### src/cle_pkg.sv
// ----------------------------------------------------------------------------
// cle_pkg
// Shared codes, character constants and controller/datapath words for the
// console line editor.
// ----------------------------------------------------------------------------
package cle_pkg;

  // Character codes the editor reacts to
  localparam logic [7:0] CH_NUL    = 8'h00;
  localparam logic [7:0] CH_CTRL_D = 8'h04;
  localparam logic [7:0] CH_CTRL_H = 8'h08;
  localparam logic [7:0] CH_NL     = 8'h0a;
  localparam logic [7:0] CH_CR     = 8'h0d;
  localparam logic [7:0] CH_CTRL_P = 8'h10;
  localparam logic [7:0] CH_CTRL_U = 8'h15;
  localparam logic [7:0] CH_DEL    = 8'h7f;

  typedef enum logic {
    OP_RX,
    OP_READ
  } opcode_e;

  typedef enum logic [1:0] {
    ECHO_NONE,
    ECHO_BYTE,
    ECHO_ERASE
  } echo_kind_e;

  typedef enum logic [1:0] {
    RD_NONE,
    RD_BYTE,
    RD_EMPTY,
    RD_EOF
  } read_status_e;

  // Which pointer drives the store read port
  typedef enum logic {
    ADDR_READ,
    ADDR_ERASE
  } addr_sel_e;

  // Controller to datapath
  typedef struct packed {
    logic      capture;
    addr_sel_e addr_sel;
    logic      exec_char;
    logic      erase_init;
    logic      erase_check;
    logic      erase_done;
    logic      exec_read;
  } cle_cmd_t;

  // Datapath to controller
  typedef struct packed {
    logic in_is_read;
    logic is_kill;
    logic edit_at_commit;
    logic erase_more;
  } cle_status_t;

endpackage

### src/cle_ram.sv
// ----------------------------------------------------------------------------
// cle_ram
// Generic single-write, single-read RAM with registered read data.
// ----------------------------------------------------------------------------
module cle_ram #(
  parameter int WIDTH = 8,
  parameter int DEPTH = 128
) (
  input  logic                     clk_i,
  input  logic                     we_i,
  input  logic [$clog2(DEPTH)-1:0] waddr_i,
  input  logic [WIDTH-1:0]         wdata_i,
  input  logic [$clog2(DEPTH)-1:0] raddr_i,
  output logic [WIDTH-1:0]         rdata_o
);

  logic [WIDTH-1:0] mem_q [DEPTH];
  logic [WIDTH-1:0] rdata_q;

  // Write port and registered read port
  always_ff @(posedge clk_i) begin
    if (we_i) begin
      mem_q[waddr_i] <= wdata_i;
    end
    rdata_q <= mem_q[raddr_i];
  end

  assign rdata_o = rdata_q;

endmodule

### src/cle_ctrl.sv
// ----------------------------------------------------------------------------
// cle_ctrl
// Sequencer: takes a word, steps the datapath through a character, a read
// or the line-kill erase loop, and strobes done when the result is loaded.
// ----------------------------------------------------------------------------
module cle_ctrl (
  input  logic                clk_i,
  input  logic                rst_ni,
  input  logic                start_i,
  input  cle_pkg::cle_status_t status_i,
  output cle_pkg::cle_cmd_t    cmd_o,
  output logic                busy_o,
  output logic                done_o
);
  import cle_pkg::*;

  typedef enum logic [2:0] {
    S_IDLE,
    S_CHAR,
    S_READ,
    S_ERASE_RD,
    S_ERASE_CHK
  } state_e;

  state_e state_q, state_d;
  logic   done_q, done_d;

  // Next state and commands
  always_comb begin
    state_d = state_q;
    done_d  = 1'b0;
    cmd_o   = '0;
    cmd_o.addr_sel = ADDR_READ;
    case (state_q)
      S_IDLE: begin
        if (start_i) begin
          cmd_o.capture = 1'b1;
          state_d = status_i.in_is_read ? S_READ : S_CHAR;
        end
      end
      S_READ: begin
        cmd_o.exec_read = 1'b1;
        state_d = S_IDLE;
        done_d  = 1'b1;
      end
      S_CHAR: begin
        if (status_i.is_kill && !status_i.edit_at_commit) begin
          // line kill: fetch the char before the edit pointer
          cmd_o.erase_init = 1'b1;
          cmd_o.addr_sel   = ADDR_ERASE;
          state_d = S_ERASE_CHK;
        end else begin
          cmd_o.exec_char = 1'b1;
          state_d = S_IDLE;
          done_d  = 1'b1;
        end
      end
      S_ERASE_RD: begin
        cmd_o.addr_sel = ADDR_ERASE;
        state_d = S_ERASE_CHK;
      end
      S_ERASE_CHK: begin
        cmd_o.erase_check = 1'b1;
        if (status_i.erase_more) begin
          state_d = S_ERASE_RD;
        end else begin
          cmd_o.erase_done = 1'b1;
          state_d = S_IDLE;
          done_d  = 1'b1;
        end
      end
      default: begin
        state_d = S_IDLE;
      end
    endcase
  end

  // State and strobe
  always_ff @(posedge clk_i or negedge rst_ni) begin
    if (!rst_ni) begin
      state_q <= S_IDLE;
      done_q  <= 1'b0;
    end else begin
      state_q <= state_d;
      done_q  <= done_d;
    end
  end

  assign busy_o = (state_q != S_IDLE);
  assign done_o = done_q;

endmodule

### src/cle_datapath.sv
// ----------------------------------------------------------------------------
// cle_datapath
// Ring buffer pointers, line store, erase counter and result registers.
// ----------------------------------------------------------------------------
module cle_datapath #(
  parameter int BUFFER_DEPTH = 128
) (
  input  logic                 clk_i,
  input  logic                 rst_ni,
  input  cle_pkg::cle_cmd_t    cmd_i,
  output cle_pkg::cle_status_t status_o,
  input  logic                 opcode_i,
  input  logic [7:0]           rx_byte_i,
  input  logic                 first_of_request_i,
  output logic [1:0]           echo_kind_o,
  output logic [7:0]           echo_byte_o,
  output logic [7:0]           erase_count_o,
  output logic                 dump_request_o,
  output logic                 line_ready_o,
  output logic [1:0]           read_status_o,
  output logic [7:0]           read_byte_o,
  output logic                 read_ends_o
);
  import cle_pkg::*;

  localparam int AW = $clog2(BUFFER_DEPTH);
  localparam int PW = $clog2(2 * BUFFER_DEPTH);
  localparam logic [PW-1:0] PTR_MAX   = PW'(2 * BUFFER_DEPTH - 1);
  localparam logic [PW-1:0] PTR_DEPTH = PW'(BUFFER_DEPTH);
  localparam logic [PW-1:0] PTR_NEAR  = PW'(BUFFER_DEPTH - 1);
  localparam logic [PW:0]   PTR_SPAN  = (PW + 1)'(2 * BUFFER_DEPTH);

  // Pointer arithmetic modulo twice the depth
  function automatic logic [PW-1:0] ptr_inc(input logic [PW-1:0] p);
    return (p == PTR_MAX) ? '0 : p + PW'(1);
  endfunction

  function automatic logic [PW-1:0] ptr_dec(input logic [PW-1:0] p);
    return (p == '0) ? PTR_MAX : p - PW'(1);
  endfunction

  function automatic logic [AW-1:0] ptr_slot(input logic [PW-1:0] p);
    logic [PW-1:0] s;
    s = (p >= PTR_DEPTH) ? p - PTR_DEPTH : p;
    return s[AW-1:0];
  endfunction

  function automatic logic [PW-1:0] ptr_dist(input logic [PW-1:0] a, input logic [PW-1:0] b);
    logic [PW:0] t;
    t = {1'b0, a} + PTR_SPAN - {1'b0, b};
    return (a >= b) ? a - b : t[PW-1:0];
  endfunction

  logic [PW-1:0] read_q, read_d;
  logic [PW-1:0] commit_q, commit_d;
  logic [PW-1:0] edit_q, edit_d;
  logic [7:0]    cnt_q, cnt_d;
  logic [7:0]    byte_q;
  logic          first_q;

  logic [1:0] echo_kind_q, echo_kind_d;
  logic [7:0] echo_byte_q, echo_byte_d;
  logic [7:0] erase_cnt_q, erase_cnt_d;
  logic       dump_q, dump_d;
  logic       ready_q, ready_d;
  logic [1:0] status_q, status_d;
  logic [7:0] rbyte_q, rbyte_d;
  logic       rends_q, rends_d;
  logic       res_load;

  logic [PW-1:0] edit_dec;
  logic [PW-1:0] fill;
  logic [7:0]    store_byte;
  logic [7:0]    cnt_inc;
  logic [7:0]    ram_rdata;
  logic [AW-1:0] ram_raddr;
  logic          is_erase_char;
  logic          is_printable;
  logic          store_en;
  logic          step_ok;

  // Decode of the held character
  assign edit_dec      = ptr_dec(edit_q);
  assign fill          = ptr_dist(edit_q, read_q);
  assign store_byte    = (byte_q == CH_CR) ? CH_NL : byte_q;
  assign is_erase_char = (byte_q == CH_CTRL_H) || (byte_q == CH_DEL);
  assign is_printable  = (byte_q != CH_NUL) && (byte_q != CH_CTRL_P) &&
                         (byte_q != CH_CTRL_U) && !is_erase_char;
  assign store_en      = cmd_i.exec_char && is_printable && (fill < PTR_DEPTH);
  assign cnt_inc       = (cnt_q == 8'hff) ? cnt_q : cnt_q + 8'd1;
  assign step_ok       = (ram_rdata != CH_NL);

  // Status back to the sequencer
  assign status_o.in_is_read     = (opcode_i == OP_READ);
  assign status_o.is_kill        = (byte_q == CH_CTRL_U);
  assign status_o.edit_at_commit = (edit_q == commit_q);
  assign status_o.erase_more     = step_ok && (edit_dec != commit_q);

  // Line store
  assign ram_raddr = (cmd_i.addr_sel == ADDR_READ) ? ptr_slot(read_q) : ptr_slot(edit_dec);

  cle_ram #(
    .WIDTH (8),
    .DEPTH (BUFFER_DEPTH)
  ) u_store (
    .clk_i   (clk_i),
    .we_i    (store_en),
    .waddr_i (ptr_slot(edit_q)),
    .wdata_i (store_byte),
    .raddr_i (ram_raddr),
    .rdata_o (ram_rdata)
  );

  // Pointer updates and result words
  always_comb begin
    read_d      = read_q;
    commit_d    = commit_q;
    edit_d      = edit_q;
    cnt_d       = cnt_q;
    res_load    = 1'b0;
    echo_kind_d = ECHO_NONE;
    echo_byte_d = '0;
    erase_cnt_d = '0;
    dump_d      = 1'b0;
    ready_d     = 1'b0;
    status_d    = RD_NONE;
    rbyte_d     = '0;
    rends_d     = 1'b0;

    if (cmd_i.erase_init) begin
      cnt_d = '0;
    end

    if (cmd_i.exec_char) begin
      res_load = 1'b1;
      if (byte_q == CH_CTRL_P) begin
        dump_d = 1'b1;
      end else if (is_erase_char) begin
        if (edit_q != commit_q) begin
          edit_d      = edit_dec;
          echo_kind_d = ECHO_ERASE;
          erase_cnt_d = 8'd1;
        end
      end else if (store_en) begin
        edit_d      = ptr_inc(edit_q);
        echo_kind_d = ECHO_BYTE;
        echo_byte_d = store_byte;
        if (store_byte == CH_NL || store_byte == CH_CTRL_D || fill == PTR_NEAR) begin
          commit_d = ptr_inc(edit_q);
          ready_d  = 1'b1;
        end
      end
    end

    // one step of the line kill
    if (cmd_i.erase_check && step_ok) begin
      edit_d = edit_dec;
      cnt_d  = cnt_inc;
    end
    if (cmd_i.erase_done) begin
      res_load    = 1'b1;
      erase_cnt_d = step_ok ? cnt_inc : cnt_q;
      echo_kind_d = (erase_cnt_d != 8'd0) ? ECHO_ERASE : ECHO_NONE;
    end

    if (cmd_i.exec_read) begin
      res_load = 1'b1;
      if (read_q == commit_q) begin
        status_d = RD_EMPTY;
      end else if (ram_rdata == CH_CTRL_D) begin
        status_d = RD_EOF;
        if (first_q) begin
          read_d = ptr_inc(read_q);
        end
      end else begin
        read_d   = ptr_inc(read_q);
        status_d = RD_BYTE;
        rbyte_d  = ram_rdata;
        rends_d  = (ram_rdata == CH_NL);
      end
    end
  end

  // Pointers
  always_ff @(posedge clk_i or negedge rst_ni) begin
    if (!rst_ni) begin
      read_q   <= '0;
      commit_q <= '0;
      edit_q   <= '0;
    end else begin
      read_q   <= read_d;
      commit_q <= commit_d;
      edit_q   <= edit_d;
    end
  end

  // Held word, erase counter and results
  always_ff @(posedge clk_i) begin
    cnt_q <= cnt_d;
    if (cmd_i.capture) begin
      byte_q  <= rx_byte_i;
      first_q <= first_of_request_i;
    end
    if (res_load) begin
      echo_kind_q <= echo_kind_d;
      echo_byte_q <= echo_byte_d;
      erase_cnt_q <= erase_cnt_d;
      dump_q      <= dump_d;
      ready_q     <= ready_d;
      status_q    <= status_d;
      rbyte_q     <= rbyte_d;
      rends_q     <= rends_d;
    end
  end

  assign echo_kind_o    = echo_kind_q;
  assign echo_byte_o    = echo_byte_q;
  assign erase_count_o  = erase_cnt_q;
  assign dump_request_o = dump_q;
  assign line_ready_o   = ready_q;
  assign read_status_o  = status_q;
  assign read_byte_o    = rbyte_q;
  assign read_ends_o    = rends_q;

`ifndef NO_ASSERTIONS
  // Pointers stay inside the doubled range
  a_ptr_range: assert property (@(posedge clk_i) disable iff (!rst_ni)
    (read_q <= PTR_MAX) && (commit_q <= PTR_MAX) && (edit_q <= PTR_MAX))
    else $error("pointer out of range");

  // Committed text never runs past the edited text
  a_commit_order: assert property (@(posedge clk_i) disable iff (!rst_ni)
    ptr_dist(commit_q, read_q) <= ptr_dist(edit_q, read_q))
    else $error("commit pointer beyond edit pointer");

  // Buffer never holds more than its depth
  a_fill_bound: assert property (@(posedge clk_i) disable iff (!rst_ni)
    ptr_dist(edit_q, read_q) <= PTR_DEPTH)
    else $error("buffer overfilled");
`endif

endmodule

### src/console_line_editor_unit.sv
// A read or a plain character passes through S_READ or S_CHAR, which loads its result and done strobe together.
// A Control-U that erases characters goes from S_CHAR to S_ERASE_CHK, then through S_ERASE_RD and S_ERASE_CHK
// again for each further character. The unit is busy and takes no new word until a word is finished.
// A new word may be started in the same cycle its predecessor's result is strobed.
// Reset clears the pointers (empty buffer); store contents are left as they are.
// ----------------------------------------------------------------------------
// console_line_editor_unit
// Canonical console line editor: ring buffer of typed text with read, commit
// and edit pointers, echo and erase reporting, and committed-byte reads.
// ----------------------------------------------------------------------------
module console_line_editor_unit #(
  parameter int BUFFER_DEPTH = 128
) (
  input  logic       clk_i,
  input  logic       rst_ni,
  input  logic       start,
  output logic       busy,
  input  logic       opcode_i,
  input  logic [7:0] rx_byte_i,
  input  logic       first_of_request_i,
  output logic       done_o,
  output logic [1:0] echo_kind_o,
  output logic [7:0] echo_byte_o,
  output logic [7:0] erase_count_o,
  output logic       dump_request_o,
  output logic       line_ready_o,
  output logic [1:0] read_status_o,
  output logic [7:0] read_byte_o,
  output logic       read_ends_o
);
  import cle_pkg::*;

  cle_cmd_t    cmd;
  cle_status_t status;

  // Sequencer
  cle_ctrl u_ctrl (
    .clk_i    (clk_i),
    .rst_ni   (rst_ni),
    .start_i  (start),
    .status_i (status),
    .cmd_o    (cmd),
    .busy_o   (busy),
    .done_o   (done_o)
  );

  // Buffer, pointers and results
  cle_datapath #(
    .BUFFER_DEPTH (BUFFER_DEPTH)
  ) u_datapath (
    .clk_i              (clk_i),
    .rst_ni             (rst_ni),
    .cmd_i              (cmd),
    .status_o           (status),
    .opcode_i           (opcode_i),
    .rx_byte_i          (rx_byte_i),
    .first_of_request_i (first_of_request_i),
    .echo_kind_o        (echo_kind_o),
    .echo_byte_o        (echo_byte_o),
    .erase_count_o      (erase_count_o),
    .dump_request_o     (dump_request_o),
    .line_ready_o       (line_ready_o),
    .read_status_o      (read_status_o),
    .read_byte_o        (read_byte_o),
    .read_ends_o        (read_ends_o)
  );

`ifndef NO_ASSERTIONS
  // A result is strobed only once the unit is free again
  a_done_idle: assert property (@(posedge clk_i) disable iff (!rst_ni)
    done_o |-> !busy)
    else $error("result strobed while busy");

  // A taken word makes the unit busy
  a_start_busy: assert property (@(posedge clk_i) disable iff (!rst_ni)
    (start && !busy) |=> busy)
    else $error("word taken without going busy");

  // Reads never echo
  a_read_no_echo: assert property (@(posedge clk_i) disable iff (!rst_ni)
    (done_o && (read_status_o != RD_NONE)) |-> (echo_kind_o == ECHO_NONE))
    else $error("echo reported on a read");
`endif

endmodule

### config.mk
export PLATFORM = sky130hd
export DESIGN_NAME = console_line_editor_unit
export DESIGN_NICKNAME = d
export VERILOG_FILES = /design/src/cle_pkg.sv /design/src/cle_ram.sv /design/src/cle_ctrl.sv /design/src/cle_datapath.sv /design/src/console_line_editor_unit.sv
export SDC_FILE = /design/constraint.sdc
export NUM_CORES = 2
export LEC_CHECK = 0
export BUFFER_PORTS_ARGS = -buffer_cell sky130_fd_sc_hd__buf_4
export CORE_ASPECT_RATIO = 1.2
export CORE_MARGIN = 8
export CORE_UTILIZATION = 45
export DETAILED_ROUTE_END_ITERATION = 12
export PLACE_DENSITY = 0.64
export SETUP_SLACK_MARGIN = 0.15
export SYNTH_ARGS = -nofsm -noshare
export SYNTH_HDL_FRONTEND = slang
export SYNTH_HIERARCHICAL = 1
export SYNTH_SLANG_ARGS = --single-unit
### constraint.sdc
create_clock -name clk_i -period 21.2 [get_ports clk_i]
set_input_delay 2.12 -clock clk_i [delete_from_list [all_inputs] [get_ports clk_i]]
set_output_delay 2.12 -clock clk_i [all_outputs]
set_load 0.005 [all_outputs]
Word level (Yosys, flattened, before mapping)
Memory sizes are Yosys's and may differ from the RTL's. A register that Yosys moved wholly into a read port is not among the register bits.
Cells that the tools add are included.
Storage, ports and cells
  memories kept: 1
  RAM bits: 1024
  flip-flop bits (word level): 76
  ROM bits: 0
  bits of input ports: 13
  bits in latches: 0
Operators by class
  add/subtract/negate cells: 10
  div/mod/pow operators: 0
  $lt $le $gt $ge: 5
  shift-type cells: 0
  multiply operators: 0
  mux-type cells: 57
  eq/ne operators: 28
  reduce and logical (&&, ||, !) cells: 27
  bitwise operators: 6
Memories
  u_datapath.u_store.mem_q: words 128, bits a word 8, rd ports 1, clocked after Yosys merged registers in 1, write ports 1, line cle_ram.sv:17  | logic [WIDTH-1:0] mem_q [DEPTH];
Operators with widths (number)
  8-bit 2-to-1 mux: 21
  8-bit by 1-bit adder with 8-bit output (second input constant): 4
  8-bit by 4-bit equality test with 1-bit output (second input constant): 4
  7-bit 2-to-1 mux: 4
  8-bit equality test (second input constant): 3
  8-bit >= comparator (second input constant): 3
  2-bit 2-to-1 mux: 12
  7-bit by 1-bit subtractor with 7-bit output (second input constant): 3
  8-bit by 3-bit equality test with 1-bit output (second input constant): 2
  8-bit by 5-bit equality test with 1-bit output (second input constant): 2
  8-bit by 7-bit equality test with 1-bit output (second input constant): 2
  8-bit equality test: 2
  8-bit by 5-bit inequality test with 1-bit output (second input constant): 2
  8-bit inequality test: 2
  8-bit nonzero test: 2
  8-bit subtractor: 2
  1-bit 2-to-1 mux: 15
  3-bit case mux with 4 select lines: 1
  8-bit >= comparator: 1
  1-bit logical AND: 8
  8-bit zero test: 1
  8-bit less-than comparator (second input constant): 1
  8-bit by 4-bit inequality test with 1-bit output (second input constant): 1
  8-bit by 1-bit subtractor with 8-bit output (second input constant): 1
  21 further kinds: 34

Depth between registers and ports, before layout
  depth in word-level cells: 12
  gate-level depth with buffers: 16
  depth with buffers taken out: 12

Modules after synthesis
The synthesis kept the hierarchy.
Modules (own cells, without submodules)
  cle_ram: seq. area each 30909.6 um^2, cells an instance 1635, area an instance 39665.5 um^2, times used 1
  cle_datapath: seq. area each 2042.0 um^2, cells an instance 463, area an instance 4674.5 um^2, times used 1
  cle_ctrl: seq. area each 100.1 um^2, cells an instance 23, area an instance 232.7 um^2, times used 1

Worst setup path after synthesis
Ideal clock, no wire load.
  path type: reg-to-reg
  start: reg u_datapath.byte_q[3]
  end: mem u_datapath.u_store.mem_q[0][0] (data pin)
  data arrival time: 5946 ps
  path slack: 14006 ps
  buffers on the path: 1
  required time: 19952 ps
  setup time: 1248 ps
  cell stages (with the launch flop): 4
  cell sequence: edfxtp_1 clkbuf_1 nor3b_1 a21boi_0
Between the ends
  longest elaborated chain between the ends: 2
RTL lines
  start, declared: line cle_datapath.sv:58  | logic [7:0] byte_q;
  start signal, assigned: line cle_datapath.sv:201  | byte_q <= rx_byte_i;
  8-bit by 4-bit equality test with 1-bit output: line cle_datapath.sv:85  | assign store_byte = (byte_q == CH_CR) ? CH_NL : byte_q;
  8-bit 2-to-1 mux: line cle_datapath.sv:85
  named net u_datapath.store_byte[0]: line cle_datapath.sv:73  | logic [7:0] store_byte;
  end, declared: line cle_ram.sv:17
The timed path passes the listed nets, and every way through them passes these cells.

==> summary.txt <==
outcome - complete, no violations
Ports - 46
Power Density - 85.2 mW/mm^2
setup violators final - 0
clock root cell - clkbuf_16
multi-input logic area - 0.0110 mm^2
global route overflow - 0
gr usage total - 19.0%
# nets final - 2212
Tightest Pin Transition - 1.29 ns
cts hold-fix bufs - 0
leakage power - 14.8 nW
total CTS buffers - 106
largest net degree at the start of global routing - 151
R2R Path Start - u_datapath/byte_q[7]
Synthesized Nets - 2146
CTS sink count - 1108
Final Max Slew Viols - 0
worst skew pair latency - 0.67 ns
crit share post-route - 32.3%
syn avg cell area - 21.0 um^2
CTS H-tree lvls - 3
most frequent cell after synthesis - edfxtp_1
vias per cell - 6.02
antenna diode count - 0
Yosys cell types - 82
CP Launch Point - u_datapath/byte_q[7]
synthesized instance count - 2121
register area share after synthesis - 74.2%
CORE AREA - 0.0982 mm^2
initial core utilization - 45.4%
design area - 0.0499 mm^2
Post-synth EDFFs - 1072
Final WS setup - 14.34 ns
Mapped Area - 0.0446 mm^2
layout cells sized above 1 - 28.2%
Post-CTS Setup Bufs - 0
most instantiated cells after synthesis - 1072 x edfxtp_1, 336 x mux4_2, 165 x nor2_1
clock buffer depth - 3
Hold Startpoint - u_datapath/read_q[7]
CTS resizes - 0
RSZ-0062 raised after global routing - no
DP HPWL - 63500 um
Warnings, synthesis - 6
Critical Path Source Type - register
initial drt markers - 2073
DP Worst Slack - 14.26 ns
clk slew on worst S/H paths - 0.06 ns
drt pass-1 iters - 5
Period minus WS final - 6.86 ns
Routed WL per cell - 29.2 um
Peak Freq - 146 MHz
Clock Skews - 0.0343 ns
final wirelength - 104000 um
dominant synthesized flop cell - edfxtp_1
synth top area cells - edfxtp_1 72%, mux4_2 17%, dfrtp_1 1.6%
Worst setup EP type - register
post-route ant nets - 0
floorplan row count - 126
Yosys reg bits - 1108
fillers - 7640
post-synth top area cell - edfxtp_1
Hold/Removal Path Class - register to register
vias in the first global route - 22100
via count of the routed design - 21400
Worst Path Max Fanout - 150
CTS tree - yes
Max IR drop VDD - 0.0000655 V
max-cap violations - 0
Rel. slew slack - 13.6%
DRC Markers - 0
Final Util - 50.8%
Area after DPL - 0.0464 mm^2
DIE AREA - 0.109 mm^2
RD Place Congestion - 0.807
first-pass GRT wire length - 153000 um
port bufs - 45
Die W - 303 um
hold_ws - 0.618 ns
Crit path required time - 21.76 ns
initial antenna violation count - 2
Post-synth ARST share - 2.53%
setup TNS - 0 ns
worst endpoint data arrival time - 7.42 ns
crit path kind - register to register
Area growth syn-to-layout - 11.9%
Reg area - 0.0331 mm^2
Final Hold Viols - 0
Synth top area share - 72.2%
die height - 361 um
[cell families after synthesis]
logic type / share of synthesized area (%)
simple gates: 3.98
compound gates: 1.47
mux: 17.7
xor+xnor: 0.904
flops: 74.2
buf+inv: 1.45
fa+ha+maj: 0.354
[where the power goes]
group	total (W)	leakage (nW)	switching [W]	internal, W
Combinational	0.00000331	3.12	0.00000184	0.00000146
Clock	0.00188	1.70	0.000804	0.00108
Sequential	0.00236	10.0	0	0.00236
Total	0.00425	14.8	0.000805	0.00345
[layer usage]
layer	GRT usage, %	vias to the layer above	routed length [um]
met2	32.3	846	53000
met3	3.31	154	7480
met1	25.4	11500	40700
li1	-	8910	-
met4	4.94	2	2560
met5	0	-	13
[flip-flops by register name (all words and copies together) (netlist names), 2 cells and up]
name,count
u_datapath/echo_kind_o,2
u_datapath/read_q,8
u_datapath/read_status_o,2
u_datapath/edit_q,8
u_datapath/u_store/mem_q,1024
u_ctrl/state_q,3
u_datapath/erase_count_o,8
u_datapath/byte_q,8
u_datapath/echo_byte_o,8
u_datapath/u_store/rdata_o,8
u_datapath/commit_q,8
u_datapath/read_byte_o,8
u_datapath/cnt_q,8
[final cells by class]
cell class / count / area share, %
Clock buffer: 126 / 5.63
Clock inverter: 69 / 1.38
Inverter: 14 / 0.105
Multi-Input combinational cell: 874 / 22.1
Sequential cell: 1108 / 66.3
Tap cell: 1280 / 3.21
Timing Repair Buffer: 83 / 1.32
[stage by stage]
step	std cells	power (W)
3_5_place_dp	3359	0.00241
2_1_floorplan	2121	0.00241
4_1_cts	3554	0.00429
3_3_place_gp	3359	0.00241
5_1_grt	3554	0.00436
6_report	3554	0.00425
[layout by cell type, fill, tap and decap left out, types with 8 or more instances in the layout]
cell type and n:
a211oi_1 8, a21oi_1 13, and2_1 15, and3_1 16, buf_4 80, bufinv_16 11
clkbuf_1 13, clkbuf_16 107, clkinv_1 14, clkinv_2 28, clkinvlp_4 10, dfrtp_1 28
dfxtp_1 8, edfxtp_1 1072, ha_1 11, inv_1 14, mux2_2 13, mux2_4 8
mux4_2 336, nand2_1 36, nand2b_1 11, nand3_1 22, nand4_1 8, nor2_1 165
nor2b_1 13, nor3_1 19, nor4_1 10, o21ai_0 21, xnor2_1 27, xor2_1 19
[worst paths after layout]
| path | endpoint | slack, ns | cells past startpoint |
|---|---|---|---|
| setup / recovery | u_datapath/u_store/rdata_o[2] | 14.34 | 16 |
| hold / removal | u_datapath/read_q[7] | 0.62 | 1 |
| min in group asynchronous | u_ctrl/done_o | 1.38 | 1 |
| hold reg to reg | u_datapath/read_q[7] | 0.62 | 1 |
| setup reg to reg | u_datapath/u_store/rdata_o[2] | 14.34 | 16 |
| max in group asynchronous | u_datapath/read_q[1] | 19.49 | 1 |
[worst max-delay path: stages (launching register included)]
cell      delay (ns)
edfxtp_1        0.35
buf_4           0.33
or4_1           0.73
nor3_1          0.24
nor2b_1         0.23
nor2_1          0.09
nor2_1          0.16
buf_4           0.28
nor2_1          0.11
a21oi_4         0.12
buf_4           0.56
buf_12          0.65
buf_4           0.88
mux4_2          0.42
mux4_2          0.55
mux4_2          0.49
mux2_2          0.27
Note: power is estimated with default switching activity, not from simulation.
